==> src/hw/rtl/odhp_pkg.sv <==
`timescale 1ns / 1ps
// odhp_pkg: widths, constants and types shared by the omni-drive heading PID block.
// No dependencies; imported by odhp_mac and omni_drive_heading_pid_top.
package odhp_pkg;

    localparam int TOTAL_WIDTH = 32;
    localparam int ENC_CENTER  = 32767;

    localparam int STICK_W  = 7;
    localparam int ENC_W    = 16;
    localparam int AXIS_W   = 10;
    localparam int DELTA_W  = 19;
    localparam int ERR_W    = TOTAL_WIDTH + 1;
    localparam int INT_W    = 48;
    localparam int HEAD_W   = 10;

    localparam int GAIN_W   = 20;
    localparam int DZ_W     = 7;
    localparam int LIM_W    = 9;
    localparam int CPH_W    = 22;
    localparam int CENTER_W = 9;
    localparam int SPAN_W   = 8;

    localparam int Q_W      = HEAD_W + CPH_W;
    localparam int CHUNK_W  = 24;
    localparam int MUL_A_W  = CHUNK_W + 1;
    localparam int MUL_B_W  = CPH_W + 1;
    localparam int PROD_W   = MUL_A_W + MUL_B_W;
    localparam int ACC_W    = 3 * CHUNK_W;

    localparam int SIN60_Q16   = 56756;
    localparam int PID_SAT     = 1 << 30;
    localparam int PID_W       = 32;
    localparam int YSIN_W      = 24;
    localparam int SPD_W       = 26;
    localparam int S_W         = 2 * CHUNK_W;
    localparam int PULSE_SHIFT = 23;
    localparam int PULSE_W     = 10;
    localparam int COUNT_W     = 32;

    localparam int CFG_IDX_W  = 3;
    localparam int CFG_DATA_W = 22;

    typedef struct packed {
        logic [STICK_W-1:0] stick_x_raw;
        logic [STICK_W-1:0] stick_y_raw;
        logic               turn_ccw_button;
        logic               turn_cw_button;
        logic [ENC_W-1:0]   enc_first;
        logic [ENC_W-1:0]   enc_second;
        logic [ENC_W-1:0]   enc_third;
    } t_in;

    typedef struct packed {
        logic [PULSE_W-1:0]        wheel_a_pos_pulse;
        logic [PULSE_W-1:0]        wheel_a_neg_pulse;
        logic [PULSE_W-1:0]        wheel_b_pos_pulse;
        logic [PULSE_W-1:0]        wheel_b_neg_pulse;
        logic [PULSE_W-1:0]        wheel_c_pos_pulse;
        logic [PULSE_W-1:0]        wheel_c_neg_pulse;
        logic signed [COUNT_W-1:0] count_total;
    } t_out;

    typedef enum logic [2:0] {
        ACC_HOLD,
        ACC_LOAD,
        ACC_ADD,
        ACC_SUB,
        ACC_NEG
    } t_acc_op;

    typedef enum logic [1:0] {
        SH_0,
        SH_24,
        SH_48
    } t_acc_sh;

    typedef struct packed {
        logic signed [MUL_A_W-1:0] a;
        logic signed [MUL_B_W-1:0] b;
        t_acc_op                   op;
        t_acc_sh                   sh;
    } t_mac_ctl;

    typedef struct packed {
        logic tot_upd;
        logic dead_ld;
        logic q_ld;
        logic ysin_ld;
        logic err_ld;
        logic int_upd;
        logic pid_ld;
        logic wheel_clr;
        logic s_ld;
        logic pos_ld;
        logic neg_ld;
        logic wheel_inc;
        logic out_ld;
    } t_seq_ctl;

    typedef enum logic [4:0] {
        ST_IDLE,
        ST_SQ_X,
        ST_SQ_Y,
        ST_SQ_DZ,
        ST_HEAD,
        ST_SIN,
        ST_DELTA,
        ST_ERR0,
        ST_ERR1,
        ST_ERR2,
        ST_INT0,
        ST_INT1,
        ST_PID,
        ST_SAT,
        ST_WSPEED,
        ST_WLO,
        ST_WHI,
        ST_WACC,
        ST_WPOS,
        ST_WNEG,
        ST_DONE
    } t_state;

endpackage

==> src/hw/rtl/odhp_mac.sv <==
`timescale 1ns / 1ps
// odhp_mac: shared 25x23 signed multiplier with a registered product and a
// 72-bit accumulator. Depends on odhp_pkg.
module odhp_mac (
    input  logic                              i_clk,
    input  odhp_pkg::t_mac_ctl                i_ctl,
    output logic signed [odhp_pkg::PROD_W-1:0] o_prod,
    output logic signed [odhp_pkg::ACC_W-1:0]  o_acc
);
    import odhp_pkg::*;

    logic signed [PROD_W-1:0] r_prod;
    logic signed [PROD_W-1:0] n_prod;
    logic signed [ACC_W-1:0]  r_acc;
    logic signed [ACC_W-1:0]  n_acc;
    logic signed [ACC_W-1:0]  prod_ext;
    logic signed [ACC_W-1:0]  prod_sh;

    assign n_prod   = i_ctl.a * i_ctl.b;
    assign prod_ext = {{(ACC_W-PROD_W){r_prod[PROD_W-1]}}, r_prod};

    always_comb begin
        case (i_ctl.sh)
            SH_0:    prod_sh = prod_ext;
            SH_24:   prod_sh = prod_ext << CHUNK_W;
            SH_48:   prod_sh = prod_ext << (2 * CHUNK_W);
            default: prod_sh = prod_ext;
        endcase
    end

    always_comb begin
        case (i_ctl.op)
            ACC_HOLD: n_acc = r_acc;
            ACC_LOAD: n_acc = prod_sh;
            ACC_ADD:  n_acc = r_acc + prod_sh;
            ACC_SUB:  n_acc = r_acc - prod_sh;
            ACC_NEG:  n_acc = -r_acc;
            default:  n_acc = r_acc;
        endcase
    end

    always_ff @(posedge i_clk) begin
        r_prod <= n_prod;
        r_acc  <= n_acc;
    end

    assign o_prod = r_prod;
    assign o_acc  = r_acc;

endmodule

==> src/hw/rtl/omni_drive_heading_pid_top.sv <==
`timescale 1ns / 1ps
// omni_drive_heading_pid_top: three-wheel omni-drive mixer with heading-hold PID.
// Depends on odhp_pkg and odhp_mac.
//
// One input transfer is one control tick: stick axes, heading buttons and three
// encoder counts. One output transfer follows per tick: six complementary pulse
// widths and the running encoder total.
// Input channel: i_in_valid / o_in_stall; a transfer happens when valid is high
// and stall low. Output channel: o_out_valid / i_out_stall, same rule.
// Config: write i_cfg_data to register i_cfg_idx when i_cfg_we is high, only
// while no tick is in flight.
// Ticks: a new tick is taken once the previous result has been loaded into the
// output register. All multiplies (deadzone, heading scale, PID sum in 24-bit
// slices, pulse scaling) go through the single 25x23 multiplier and accumulator,
// one product per cycle.
// Output register: a new tick is taken while a result waits; if the receiver
// still stalls when the next result is ready, the block holds it until the
// output register frees.
// Reset (synchronous, active low): registers return to defaults, encoder total,
// integral and heading clear, both channels go idle.
module omni_drive_heading_pid_top (
    input  logic                               i_clk,
    input  logic                               i_rst_n,
    input  logic                               i_in_valid,
    output logic                               o_in_stall,
    input  odhp_pkg::t_in                      i_in_data,
    output logic                               o_out_valid,
    input  logic                               i_out_stall,
    output odhp_pkg::t_out                     o_out_data,
    input  logic                               i_cfg_we,
    input  logic [odhp_pkg::CFG_IDX_W-1:0]     i_cfg_idx,
    input  logic [odhp_pkg::CFG_DATA_W-1:0]    i_cfg_data
);
    import odhp_pkg::*;

    localparam logic [CFG_IDX_W-1:0] CFG_KP     = 3'd0;
    localparam logic [CFG_IDX_W-1:0] CFG_KI     = 3'd1;
    localparam logic [CFG_IDX_W-1:0] CFG_KD     = 3'd2;
    localparam logic [CFG_IDX_W-1:0] CFG_DZ     = 3'd3;
    localparam logic [CFG_IDX_W-1:0] CFG_LIM    = 3'd4;
    localparam logic [CFG_IDX_W-1:0] CFG_CPH    = 3'd5;
    localparam logic [CFG_IDX_W-1:0] CFG_CENTER = 3'd6;
    localparam logic [CFG_IDX_W-1:0] CFG_SPAN   = 3'd7;

    localparam int AXIS_OFS = 128;
    localparam int T_W      = ACC_W - PULSE_SHIFT + 1;
    localparam int PQ_W     = ACC_W - 16;

    // config
    logic [GAIN_W-1:0]   r_kp, r_ki, r_kd;
    logic [DZ_W-1:0]     r_dz;
    logic [LIM_W-1:0]    r_lim;
    logic [CPH_W-1:0]    r_cphu;
    logic [CENTER_W-1:0] r_center;
    logic [SPAN_W-1:0]   r_span;

    // control and architectural state
    t_state                        r_state, n_state;
    logic                          r_out_valid;
    logic [1:0]                    r_wheel;
    logic signed [TOTAL_WIDTH-1:0] r_total;
    logic signed [INT_W-1:0]       r_int;
    logic signed [HEAD_W-1:0]      r_heading;
    logic signed [HEAD_W-1:0]      n_heading;

    // working registers
    logic signed [AXIS_W-1:0]  r_x, r_y, n_x, n_y;
    logic signed [DELTA_W-1:0] r_delta, n_delta;
    logic                      r_dead;
    logic signed [Q_W-1:0]     r_q;
    logic signed [YSIN_W-1:0]  r_ysin;
    logic signed [ERR_W-1:0]   r_err, n_err;
    logic signed [PID_W-1:0]   r_pid, n_pid;
    logic signed [S_W-1:0]     r_s, n_s;
    logic [PULSE_W-1:0]        r_pos [3];
    logic [PULSE_W-1:0]        r_neg [3];
    t_out                      r_out;

    t_seq_ctl                  ctl;
    t_mac_ctl                  mac_ctl;
    logic signed [ACC_W-1:0]   acc;
    logic signed [PROD_W-1:0]  prod;

    logic                      in_xfer;
    logic                      out_free;
    logic                      dead_now;
    logic signed [AXIS_W-1:0]  y_eff, x_eff;
    logic signed [ACC_W-1:0]   err_ext;
    logic [63:0]               tot_ext;

    function automatic logic [PULSE_W-1:0] pulse_w(
        input logic signed [ACC_W-1:0] a,
        input logic [CENTER_W-1:0]     c
    );
        logic signed [T_W-1:0] t;
        logic signed [T_W-1:0] top;
        logic [PULSE_W-1:0]    res;
        t   = $signed({a[ACC_W-1], a[ACC_W-1:PULSE_SHIFT]})
              + $signed({{(T_W-CENTER_W){1'b0}}, c});
        top = $signed({{(T_W-CENTER_W-1){1'b0}}, c, 1'b0});
        if (t < 0) begin
            res = '0;
        end else if (t > top) begin
            res = {c, 1'b0};
        end else begin
            res = t[PULSE_W-1:0];
        end
        return res;
    endfunction

    odhp_mac u_mac (
        .i_clk  (i_clk),
        .i_ctl  (mac_ctl),
        .o_prod (prod),
        .o_acc  (acc)
    );

    assign in_xfer    = i_in_valid && !o_in_stall;
    assign o_in_stall = (r_state != ST_IDLE);
    assign out_free   = !r_out_valid || !i_out_stall;

    // input-side arithmetic
    assign n_x = {2'b00, i_in_data.stick_x_raw, 1'b0} - AXIS_W'(AXIS_OFS);
    assign n_y = AXIS_W'(AXIS_OFS) - {2'b00, i_in_data.stick_y_raw, 1'b0};
    assign n_delta = DELTA_W'(ENC_CENTER)
                   - {{(DELTA_W-ENC_W){1'b0}}, i_in_data.enc_first}
                   - {{(DELTA_W-ENC_W){1'b0}}, i_in_data.enc_second}
                   + {{(DELTA_W-ENC_W){1'b0}}, i_in_data.enc_third};

    always_comb begin
        logic signed [HEAD_W:0] h_lim;
        logic signed [HEAD_W:0] h_up;
        logic signed [HEAD_W:0] h_dn;
        h_lim = $signed({2'b00, r_lim});
        h_up  = {r_heading[HEAD_W-1], r_heading}
              + {{HEAD_W{1'b0}}, i_in_data.turn_ccw_button};
        if (i_in_data.turn_ccw_button && (h_up > h_lim)) begin
            h_up = h_lim;
        end
        h_dn = h_up - {{HEAD_W{1'b0}}, i_in_data.turn_cw_button};
        if (i_in_data.turn_cw_button && (h_dn < -h_lim)) begin
            h_dn = -h_lim;
        end
        n_heading = h_dn[HEAD_W-1:0];
    end

    assign dead_now = acc[ACC_W-1];
    assign y_eff    = dead_now ? '0 : r_y;
    assign x_eff    = r_dead ? '0 : r_x;
    assign err_ext  = {{(ACC_W-ERR_W){r_err[ERR_W-1]}}, r_err};
    assign tot_ext  = {{(64-TOTAL_WIDTH){r_total[TOTAL_WIDTH-1]}}, r_total};

    // trunc(total - q/65536)
    always_comb begin
        logic signed [ERR_W-1:0] f_ext;
        logic signed [ERR_W-1:0] tf;
        f_ext = {{(ERR_W-(Q_W-16)){r_q[Q_W-1]}}, r_q[Q_W-1:16]};
        tf    = {r_total[TOTAL_WIDTH-1], r_total} - f_ext;
        if ((|r_q[15:0]) && !tf[ERR_W-1] && (|tf)) begin
            n_err = tf - ERR_W'(1);
        end else begin
            n_err = tf;
        end
    end

    // trunc(acc/65536), saturated
    always_comb begin
        logic signed [PQ_W-1:0] pq;
        pq = acc[ACC_W-1:16] + {{(PQ_W-1){1'b0}}, (acc[ACC_W-1] && (|acc[15:0]))};
        if (pq > $signed(PQ_W'(PID_SAT))) begin
            n_pid = PID_W'(PID_SAT);
        end else if (pq < -$signed(PQ_W'(PID_SAT))) begin
            n_pid = -PID_W'(PID_SAT);
        end else begin
            n_pid = pq[PID_W-1:0];
        end
    end

    // wheel speed minus PID, Q16
    always_comb begin
        logic signed [SPD_W-1:0] x_half;
        logic signed [SPD_W-1:0] x_full;
        logic signed [SPD_W-1:0] ys;
        logic signed [SPD_W-1:0] sp;
        x_half = {{(SPD_W-AXIS_W-15){x_eff[AXIS_W-1]}}, x_eff, 15'b0};
        x_full = {x_eff, 16'b0};
        ys     = {{(SPD_W-YSIN_W){r_ysin[YSIN_W-1]}}, r_ysin};
        case (r_wheel)
            2'd0:    sp = -x_full;
            2'd1:    sp = x_half - ys;
            default: sp = x_half + ys;
        endcase
        n_s = {{(S_W-SPD_W){sp[SPD_W-1]}}, sp} - {r_pid, 16'b0};
    end

    // sequencer: next state
    always_comb begin
        n_state = r_state;
        case (r_state)
            ST_IDLE:   if (in_xfer) n_state = ST_SQ_X;
            ST_SQ_X:   n_state = ST_SQ_Y;
            ST_SQ_Y:   n_state = ST_SQ_DZ;
            ST_SQ_DZ:  n_state = ST_HEAD;
            ST_HEAD:   n_state = ST_SIN;
            ST_SIN:    n_state = ST_DELTA;
            ST_DELTA:  n_state = ST_ERR0;
            ST_ERR0:   n_state = ST_ERR1;
            ST_ERR1:   n_state = ST_ERR2;
            ST_ERR2:   n_state = ST_INT0;
            ST_INT0:   n_state = ST_INT1;
            ST_INT1:   n_state = ST_PID;
            ST_PID:    n_state = ST_SAT;
            ST_SAT:    n_state = ST_WSPEED;
            ST_WSPEED: n_state = ST_WLO;
            ST_WLO:    n_state = ST_WHI;
            ST_WHI:    n_state = ST_WACC;
            ST_WACC:   n_state = ST_WPOS;
            ST_WPOS:   n_state = ST_WNEG;
            ST_WNEG:   n_state = (r_wheel == 2'd2) ? ST_DONE : ST_WSPEED;
            ST_DONE:   if (out_free) n_state = ST_IDLE;
            default:   n_state = ST_IDLE;
        endcase
    end

    // sequencer: outputs (operands issued now, accumulate the product issued last cycle)
    always_comb begin
        ctl        = '0;
        mac_ctl.a  = '0;
        mac_ctl.b  = '0;
        mac_ctl.op = ACC_HOLD;
        mac_ctl.sh = SH_0;
        case (r_state)
            ST_SQ_X: begin
                ctl.tot_upd = 1'b1;
                mac_ctl.a   = {{(MUL_A_W-AXIS_W){r_x[AXIS_W-1]}}, r_x};
                mac_ctl.b   = {{(MUL_B_W-AXIS_W){r_x[AXIS_W-1]}}, r_x};
            end
            ST_SQ_Y: begin
                mac_ctl.a  = {{(MUL_A_W-AXIS_W){r_y[AXIS_W-1]}}, r_y};
                mac_ctl.b  = {{(MUL_B_W-AXIS_W){r_y[AXIS_W-1]}}, r_y};
                mac_ctl.op = ACC_LOAD;
            end
            ST_SQ_DZ: begin
                mac_ctl.a  = {{(MUL_A_W-DZ_W){1'b0}}, r_dz};
                mac_ctl.b  = {{(MUL_B_W-DZ_W){1'b0}}, r_dz};
                mac_ctl.op = ACC_ADD;
            end
            ST_HEAD: begin
                mac_ctl.a  = {{(MUL_A_W-HEAD_W){r_heading[HEAD_W-1]}}, r_heading};
                mac_ctl.b  = {1'b0, r_cphu};
                mac_ctl.op = ACC_SUB;
            end
            ST_SIN: begin
                ctl.dead_ld = 1'b1;
                ctl.q_ld    = 1'b1;
                mac_ctl.a   = {{(MUL_A_W-AXIS_W){y_eff[AXIS_W-1]}}, y_eff};
                mac_ctl.b   = MUL_B_W'(SIN60_Q16);
            end
            ST_DELTA: begin
                ctl.ysin_ld = 1'b1;
                ctl.err_ld  = 1'b1;
                mac_ctl.a   = {{(MUL_A_W-DELTA_W){r_delta[DELTA_W-1]}}, r_delta};
                mac_ctl.b   = {{(MUL_B_W-GAIN_W){1'b0}}, r_kd};
            end
            ST_ERR0: begin
                ctl.int_upd = 1'b1;
                mac_ctl.a   = {1'b0, err_ext[CHUNK_W-1:0]};
                mac_ctl.b   = {{(MUL_B_W-GAIN_W){1'b0}}, r_kp};
                mac_ctl.op  = ACC_LOAD;
            end
            ST_ERR1: begin
                mac_ctl.a  = {1'b0, err_ext[2*CHUNK_W-1:CHUNK_W]};
                mac_ctl.b  = {{(MUL_B_W-GAIN_W){1'b0}}, r_kp};
                mac_ctl.op = ACC_ADD;
            end
            ST_ERR2: begin
                mac_ctl.a  = {err_ext[ACC_W-1], err_ext[ACC_W-1:2*CHUNK_W]};
                mac_ctl.b  = {{(MUL_B_W-GAIN_W){1'b0}}, r_kp};
                mac_ctl.op = ACC_ADD;
                mac_ctl.sh = SH_24;
            end
            ST_INT0: begin
                mac_ctl.a  = {1'b0, r_int[CHUNK_W-1:0]};
                mac_ctl.b  = {{(MUL_B_W-GAIN_W){1'b0}}, r_ki};
                mac_ctl.op = ACC_ADD;
                mac_ctl.sh = SH_48;
            end
            ST_INT1: begin
                mac_ctl.a  = {r_int[INT_W-1], r_int[INT_W-1:CHUNK_W]};
                mac_ctl.b  = {{(MUL_B_W-GAIN_W){1'b0}}, r_ki};
                mac_ctl.op = ACC_ADD;
            end
            ST_PID: begin
                mac_ctl.op = ACC_ADD;
                mac_ctl.sh = SH_24;
            end
            ST_SAT: begin
                ctl.pid_ld    = 1'b1;
                ctl.wheel_clr = 1'b1;
            end
            ST_WSPEED: begin
                ctl.s_ld = 1'b1;
            end
            ST_WLO: begin
                mac_ctl.a = {1'b0, r_s[CHUNK_W-1:0]};
                mac_ctl.b = {{(MUL_B_W-SPAN_W){1'b0}}, r_span};
            end
            ST_WHI: begin
                mac_ctl.a  = {r_s[S_W-1], r_s[S_W-1:CHUNK_W]};
                mac_ctl.b  = {{(MUL_B_W-SPAN_W){1'b0}}, r_span};
                mac_ctl.op = ACC_LOAD;
            end
            ST_WACC: begin
                mac_ctl.op = ACC_ADD;
                mac_ctl.sh = SH_24;
            end
            ST_WPOS: begin
                ctl.pos_ld = 1'b1;
                mac_ctl.op = ACC_NEG;
            end
            ST_WNEG: begin
                ctl.neg_ld    = 1'b1;
                ctl.wheel_inc = 1'b1;
            end
            ST_DONE: begin
                ctl.out_ld = out_free;
            end
            default: begin
                ctl = '0;
            end
        endcase
    end

    // control, config and tick state
    always_ff @(posedge i_clk) begin
        if (!i_rst_n) begin
            r_state     <= ST_IDLE;
            r_out_valid <= 1'b0;
            r_wheel     <= 2'd0;
            r_total     <= '0;
            r_int       <= '0;
            r_heading   <= '0;
            r_kp        <= GAIN_W'(13107);
            r_ki        <= '0;
            r_kd        <= GAIN_W'(66);
            r_dz        <= DZ_W'(20);
            r_lim       <= LIM_W'(314);
            r_cphu      <= CPH_W'(152768);
            r_center    <= CENTER_W'(160);
            r_span      <= SPAN_W'(75);
        end else begin
            r_state <= n_state;
            if (ctl.out_ld) begin
                r_out_valid <= 1'b1;
            end else if (!i_out_stall) begin
                r_out_valid <= 1'b0;
            end
            if (ctl.wheel_clr) begin
                r_wheel <= 2'd0;
            end else if (ctl.wheel_inc) begin
                r_wheel <= r_wheel + 2'd1;
            end
            if (in_xfer) begin
                r_heading <= n_heading;
            end
            if (ctl.tot_upd) begin
                r_total <= r_total
                         + {{(TOTAL_WIDTH-DELTA_W){r_delta[DELTA_W-1]}}, r_delta};
            end
            if (ctl.int_upd) begin
                r_int <= r_int + {{(INT_W-ERR_W){r_err[ERR_W-1]}}, r_err};
            end
            if (i_cfg_we) begin
                case (i_cfg_idx)
                    CFG_KP:     r_kp     <= i_cfg_data[GAIN_W-1:0];
                    CFG_KI:     r_ki     <= i_cfg_data[GAIN_W-1:0];
                    CFG_KD:     r_kd     <= i_cfg_data[GAIN_W-1:0];
                    CFG_DZ:     r_dz     <= i_cfg_data[DZ_W-1:0];
                    CFG_LIM:    r_lim    <= i_cfg_data[LIM_W-1:0];
                    CFG_CPH:    r_cphu   <= i_cfg_data[CPH_W-1:0];
                    CFG_CENTER: r_center <= i_cfg_data[CENTER_W-1:0];
                    CFG_SPAN:   r_span   <= i_cfg_data[SPAN_W-1:0];
                    default:    r_kp     <= r_kp;
                endcase
            end
        end
    end

    // datapath; q and y*sin60 are taken straight from the product register
    always_ff @(posedge i_clk) begin
        if (in_xfer) begin
            r_x     <= n_x;
            r_y     <= n_y;
            r_delta <= n_delta;
        end
        if (ctl.dead_ld) r_dead <= dead_now;
        if (ctl.q_ld)    r_q    <= prod[Q_W-1:0];
        if (ctl.ysin_ld) r_ysin <= prod[YSIN_W-1:0];
        if (ctl.err_ld)  r_err  <= n_err;
        if (ctl.pid_ld)  r_pid  <= n_pid;
        if (ctl.s_ld)    r_s    <= n_s;
        if (ctl.pos_ld)  r_pos[r_wheel] <= pulse_w(acc, r_center);
        if (ctl.neg_ld)  r_neg[r_wheel] <= pulse_w(acc, r_center);
        if (ctl.out_ld) begin
            r_out.wheel_a_pos_pulse <= r_pos[0];
            r_out.wheel_a_neg_pulse <= r_neg[0];
            r_out.wheel_b_pos_pulse <= r_pos[1];
            r_out.wheel_b_neg_pulse <= r_neg[1];
            r_out.wheel_c_pos_pulse <= r_pos[2];
            r_out.wheel_c_neg_pulse <= r_neg[2];
            r_out.count_total       <= tot_ext[COUNT_W-1:0];
        end
    end

    assign o_out_valid = r_out_valid;
    assign o_out_data  = r_out;

endmodule
==> config.mk <==
export PLATFORM = sky130hd
export DESIGN_NAME = omni_drive_heading_pid_top
export DESIGN_NICKNAME = d
export VERILOG_FILES = /design/src/hw/rtl/odhp_pkg.sv /design/src/hw/rtl/odhp_mac.sv /design/src/hw/rtl/omni_drive_heading_pid_top.sv
export SDC_FILE = /design/constraint.sdc
export NUM_CORES = 2
export LEC_CHECK = 0
export BUFFER_PORTS_ARGS = -buffer_cell sky130_fd_sc_hd__buf_2
export CORE_UTILIZATION = 35
export CTS_CLUSTER_DIAMETER = 100
export DETAILED_ROUTE_END_ITERATION = 12
export PLACE_DENSITY_LB_ADDON = 0.12
export SLEW_MARGIN = 30
export SYNTH_ARGS = -nofsm -noshare
export SYNTH_HDL_FRONTEND = slang
export SYNTH_SLANG_ARGS = --single-unit
==> constraint.sdc <==
create_clock -name i_clk -period 12.25 [get_ports i_clk]
set_input_delay 1.8375 -clock i_clk [delete_from_list [all_inputs] [get_ports i_clk]]
set_output_delay 1.8375 -clock i_clk [all_outputs]
set_load 0.005 [all_outputs]
# After elaboration in Yosys (flattened, before gate mapping)
# Memory sizes are Yosys's and may differ from the RTL's. A register that Yosys moved wholly into a read port is not among the register bits.
# Index checks and enable logic that the tools add are counted.
[classes]
n_addsub = 22
mul = 1
div_mod_pow = 0
magnitude_cmp = 6
eq_ne = 38
n_shift = 0
mux = 35
n_bitwise = 1
reduce_logical = 33
[ops]
columns = ["op", "n"]
rows = [
  ["one-hot mux 48 bit (13 select lines)", 1],
  ["one-hot mux 72 bit (4 select lines)", 1],
  ["one-hot mux 72 bit (2 select lines)", 1],
  ["one-hot mux 5 bit (21 select lines)", 1],
  ["adder 72 bit", 1],
  ["negator 72 bit", 1],
  ["subtractor 72 bit", 1],
  ["two-way mux 10 bit", 7],
  ["adder 56 x 1 -> 56 bit", 1],
  ["greater-than comparator 56 x 32 -> 1 bit, second input constant", 1],
  ["less-than comparator 56 x 31 -> 1 bit, second input constant", 1],
  ["one-hot mux 26 bit (2 select lines)", 1],
  ["adder 49 x 10 -> 50 bit", 1],
  ["greater-than comparator 50 x 11 -> 1 bit", 1],
  ["less-than comparator 50 x 1 -> 1 bit, second input constant", 1],
  ["adder 48 bit", 1],
  ["multiplier 25 x 23 -> 48 bit", 1],
  ["subtractor 48 bit", 1],
  ["== test 5 x 4 -> 1 bit, second input constant", 8],
  ["two-way mux 33 bit", 1],
  ["OR reduction 33 bit", 1],
  ["subtractor 32 x 16 -> 33 bit", 1],
  ["subtractor 33 x 2 -> 33 bit, second input constant", 1],
  ["adder 32 bit", 1],
  ["other kinds (46)", 99],
]
[word_totals]
ff_bits = 574
latchBits = 0
mem_bits_rw = 60
mem_bits_ro = 0
in_bits = 94
out_inout_bits = 94
memories = 2
[mem_list]
columns = ["name", "depth", "width", "rd", "rd_clocked_by_memory_dff", "write_ports", "line_no", "source"]
rows = [
  ["r_neg", 3, 10, 3, 3, 1, "omni_drive_heading_pid_top.sv:76", "logic [PULSE_W-1:0] r_neg [3];"],
  ["r_pos", 3, 10, 3, 3, 1, "omni_drive_heading_pid_top.sv:75", "logic [PULSE_W-1:0] r_pos [3];"],
]

# Depth between registers and ports, before layout
[logic_depth]
word_depth = 8
mapped_depth = 41
mapped_depth_nobuf = 37

# Cells and area by module
# A second synthesis with hierarchy kept.
[unflattened]
hier_cells = 7913
area_unflattened_um2 = 69594.2
[by_module_without_submodules]
columns = ["module", "n_inst", "cells_per_inst", "area_per_inst_um2", "seq_area_each_um2"]
rows = [
  ["omni_drive_heading_pid_top", 1, 3958, 35711.8, 14954.3],
  ["odhp_mac", 1, 3955, 33882.5, 3123.0],
]

# Worst setup path before layout
# Ideal clock, no wire load.
[synth_path]
path_kind = "reg2reg"
start = "register r_state[1]"
end = "register u_mac.r_prod[46] (netlist: u_mac.o_prod[46])"
setup_time_ns = 0.072
arrival_ns = 10.620
setup_slack_ns = 1.558
path_stages_with_launch = 35
period_less_slack_ns = 10.692
path_cell_list = "dfxtp_1 -> clkbuf_1 -> nand2b_1 -> nor2_1 -> clkbuf_1 -> clkbuf_1 -> a22oi_1 -> nand4_1 -> clkbuf_1 -> nand2_1 -> fa_1 -> inv_1 -> fa_1 -> inv_1 -> fa_1 -> fa_1 -> inv_1 -> fa_1 -> fa_1 -> inv_1 -> fa_1 -> inv_1 -> ha_1 -> a21oi_1 -> o21ai_0 -> o31a_1 -> o311a_1 -> o41a_1 -> a21oi_1 -> a311oi_1 -> o21a_1 -> o21ai_0 -> nor3_1 -> a311oi_1 -> xnor2_1"
[synth_between]
elab_chain_len = 3
elab_cells_between_ends = 15
classes_between = "mul: 1; eq/ne: 13; mux: 1"
[synth_lines]
columns = ["item", "line_no", "source"]
rows = [
  ["start, declared", "omni_drive_heading_pid_top.sv:58", "t_state r_state, n_state;"],
  ["start signal, assigned", "omni_drive_heading_pid_top.sv:352", "r_state <= n_state;"],
  ["== test 5 bit (tied with other cells)", "omni_drive_heading_pid_top.sv:232", "case (r_state)"],
  ["one-hot mux 48 bit (13 select lines) *", "omni_drive_heading_pid_top.sv:232", ""],
  ["multiplier 25 x 23 -> 48 bit *", "odhp_mac.sv:19", "assign n_prod = i_ctl.a * i_ctl.b;"],
  ["net u_mac.n_prod[46]", "odhp_mac.sv:13", "logic signed [PROD_W-1:0] n_prod;"],
  ["end signal, assigned", "odhp_mac.sv:43", "r_prod <= n_prod;"],
  ["end, declared", "odhp_mac.sv:12", "logic signed [PROD_W-1:0] r_prod;"],
]
# Mark *: on every way through the listed nets, which the timed path passes. The rest lies on a longest branch.
# A chain may end at the register's enable or synchronous reset.

# Final worst setup path
[layout_path]
start = "register r_state[2]"
end = "register u_mac.r_prod[46] (netlist: u_mac.o_prod[46])"
# Same word-level chain as after synthesis.

==> results by group <==
Outcome
  – Status: complete, no violations

Setup path
  – Reg-to-reg critical path startpoint: r_state[2]$_SDFFE_PN0P_
  – Kind of critical path: reg2reg
  – Startpoint Class: flip-flop
  – Most repeated library cell on the critical path: fa_1
  – Largest stage delay on the critical path: 0.70 ns
  – Delay-heaviest family, CP: adder cells
  – WP data required: 12.88 ns
  – R2R Setup Slk: 1.05 ns
  – Worst Path Buf+Inv: 6
  – R2R cell count: 32
  – CP max-delay cell: nor2_4
  – Worst endpoint data arrival time: 11.83 ns
  – Crit. End Element: flip-flop
  – Critical path fanouts, max: 24
  – R2r endpoint: u_mac.o_prod[46]$_DFF_P_

Final layout
  – Share of cells above drive strength 1: 7.24%
  – Fillers: 19600
  – Multi-input logic area: 0.0452 mm2
  – Area Growth Syn to Fin: 10.4%
  – Non-filler cells, final: 10500
  – Final core occ: 39.0%
  – Net count reported at finish: 9028
  – Register area: 0.0181 mm2

Detailed routing
  – Drt first pass iters: 6
  – Wire per inst: 23.7 um
  – Drt total wl: 248 mm
  – DRT iter0 DRCs: 4568
  – DR vias/cell: 5.43
  – Routed Antenna Nets: 0
  – Vias: 56900
  – DRC errors left: 0

Hold path
  – Hold Path Depth: 0
  – Hold EP: o_out_data[79]$_DFFE_PP_
  – Hold wc startpoint: r_neg[0][7]$_DFFE_PP_
  – Type of the most critical hold path: reg2reg

Die
  – Die width: 443 um
  – Site Rows: 161
  – Initial Util: 35.3%
  – Die H: 443 um
  – Die Area: 0.196 mm2
  – I/O Pins: 188
  – Area of the core: 0.193 mm2

STA
  – Setup TNS: 0 ns
  – Worst Max-Slew Pin Slew: 1.09 ns
  – Clock skew: 0.0722 ns
  – Worst Hold Margin: 0.417 ns
  – Final Slew Violations: 0
  – Final setup vio count: 0
  – Maximum clock frequency: 0.0893 GHz
  – RSZ-0062 raised after global routing: false
  – Final worst-path cycle share: 91.4%
  – Slew HR: 26.7%
  – Post-route minimum period: 11.20 ns
  – Final hold vios: 0

Power
  – Max VDD drop: 209 uV
  – Leakage: 32.4 nW
  – Cell area power density: 231 mW/mm2

Clock network
  – Clk root buf: clkbuf_16
  – Clk slew on worst S/H paths: 0.06 ns
  – CTS resizes: 0
  – Hold-fix buffers, CTS: 0
  – Clk buf depth: 3
  – CTS tree: built
  – CTS buffer count: 86
  – CTS sink cnt: 689
  – Post-CTS Setup Inserts: 0
  – CTS H-tree lvls: 3
  – Skew-Pair Late Insertion Delay: 0.77 ns

Synth
  – Ys Warns: 0
  – Syn_area_per_cell: 8.73 um2
  – Post-synth top flop: edfxtp_1
  – EDFF count, synth: 428
  – Post-Syn Area: 0.0681 mm2
  – #FFs+latches synth: 689
  – Cells after Synth: 7806
  – Post-synth cell types: 95
  – Sequential share of the synthesized area: 26.5%
  – Async SR Flop Fraction: 0%

Placed design
  – Port Buffers: 187
  – Placed cells: 10300
  – Hpwl dp: 198 mm
  – Routability cong.: 0.933

Global routing
  – Total GRT Usage: 25.0%
  – Vias in the first global route: 56700
  – Largest net degree at the start of global routing: 77
  – First-pass GRT wire length: 372 mm
  – Remaining global-route overflow: 0
  – Number of antenna violations at the first check in global routing: 14

Flow run
  – Max cap viols: 0
[worst reg2reg max path, delay by kind of cell (launching register included)]
family | cells | cell delay (ns)
xor gates and xnor gates | 1 | 0.16
and+or+nand+nor | 8 | 3.22
adders and majority gates | 8 | 3.93
AOI/OAI and AO/OA | 9 | 2.61
DFF | 1 | 0.58
buffers and inverters | 6 | 0.63
[registers in the layout (all words and copies together), names as in the netlist, 8 cells and up]
name	flops
r_ki	20
r_span	8
r_ysin	24
r_total	32
u_mac.o_acc	72
r_y	8
r_center	9
r_delta	19
u_mac.o_prod	48
r_int	48
r_s	48
r_heading	10
r_cphu	22
r_kd	20
r_q	32
r_err	33
r_kp	20
r_lim	9
r_pos	30
o_out_data	92
r_neg	30
r_pid	32
[synthesized netlist by cell type, types with 25 or more instances]
library cell	n	area share (%)
nor2_1	571	3.1
edfxtp_1	428	19
nand2b_1	79	0.73
o221ai_1	36	0.46
a21oi_1	496	3.6
a22oi_1	108	1.2
nor4_1	47	0.43
or2_2	25	0.23
inv_1	985	5.4
nor2b_1	74	0.68
a221oi_1	44	0.57
or3_1	42	0.39
nand2_1	1108	6.1
o21bai_1	42	0.46
and3_1	56	0.51
clkbuf_1	337	1.9
fa_1	630	19
and2_1	67	0.62
dfxtp_1	261	7.7
o211ai_1	30	0.33
nand3_1	180	1.3
o21ai_0	284	2.1
xnor2_1	335	4.3
ha_1	430	7.9
a211oi_1	47	0.52
nor3_1	117	0.86
nand4_1	86	0.79
xor2_1	169	2.2
a21o_1	154	1.7
mux2i_1	39	0.57
a31oi_1	40	0.37
o21a_1	63	0.69
o31ai_1	34	0.37
[layout by cell type (no fill, tap or decap), types with 36 or more instances in the layout]
master     instances
mux2i_1           39
and2_1            67
or3_1             42
buf_2            188
nand4_1           86
a21oi_1          493
a31oi_1           40
dfxtp_1          261
a22oi_1          108
o21ai_0          281
ha_1             429
nor4_1            47
nor2_1           556
a221oi_1          43
inv_1            984
a211oi_1          47
nand3_1          180
clkbuf_16         88
edfxtp_1         428
o221ai_1          36
o21a_1            63
and3_1            53
nand2_1         1106
xor2_1           169
fa_1             630
nor3_1           112
a21o_1           154
nor2b_1           74
o21bai_1          42
xnor2_1          335
nand2b_1          79
buf_4            148
[worst max-delay path by stage]
| stage | start | endpoint | cells after the start |
|---|---|---|---|
| detailed placement | r_state[2]$_SDFFE_PN0P_ | u_mac.o_prod[47]$_DFF_P_ | 32 |
| CTS | r_state[2]$_SDFFE_PN0P_ | u_mac.o_prod[47]$_DFF_P_ | 32 |
| finish | r_state[2]$_SDFFE_PN0P_ | u_mac.o_prod[46]$_DFF_P_ | 32 |
| global placement | r_state[2]$_SDFFE_PN0P_ | u_mac.o_prod[47]$_DFF_P_ | 32 |
| global route | r_state[2]$_SDFFE_PN0P_ | u_mac.o_prod[43]$_DFF_P_ | 32 |
| floorplan | r_state[1]$_SDFFE_PN0P_ | u_mac.o_prod[46]$_DFF_P_ | 34 |
[kinds of logic (layout without fill, tap and decap cells)]
logic type,after synthesis,after routing,share of synthesized area (%)
mux,49,49,0.738
other cells,2,23,0.0110
compound gates,1594,1594,15.2
simple gates,2549,2549,17.1
fa+ha+maj,1060,1060,26.4
xor+xnor,504,504,6.48
flops,689,689,26.5
buf+inv,1359,1486,7.53
[where the power goes]
group | leakage (nW) | switching (mW) | internal (mW) | total [mW]
registers | 6.02 | 0.515 | 2.88 | 3.39
logic | 24.9 | 6.96 | 4.33 | 11.3
clock network | 1.46 | 1.11 | 1.62 | 2.73
total | 32.4 | 8.58 | 8.82 | 17.4
[cell type report]
| class | instances | area share, % |
|---|---|---|
| inverters | 987 | 4.93 |
| repair buffers | 338 | 2.78 |
| clock inverters | 46 | 0.804 |
| diodes | 7 | 0.0233 |
| multi-input cells | 5772 | 60.0 |
| flip-flops and latches | 689 | 24.0 |
| well taps | 2526 | 4.20 |
| clock buffers | 115 | 3.18 |
[metrics by stage]
step                worst slack (ns)  instance area (um2)  power [mW]
floorplan                       1.56                68200        11.2
global placement                1.12                72100        14.7
detailed placement              1.04                72200        14.7
CTS                             1.02                75200        17.5
global route                   0.348                75200        18.9
finish                          1.05                75200        17.4
[routing by layer]
| metal | share of wire, % | wire length (um) | GRT usage [%] | vias to the layer above |
|---|---|---|---|---|
| met4 | 3.5 | 8730 | 8.41 | 6 |
| met2 | 46 | 114000 | 40.3 | 1717 |
| met5 | 0.017 | 42 | 0 | - |
| met3 | 5.7 | 14300 | 3.18 | 322 |
| li1 | - | - | - | 26500 |
| met1 | 45 | 111000 | 34.6 | 28300 |
(Power assumes the default switching activity.)
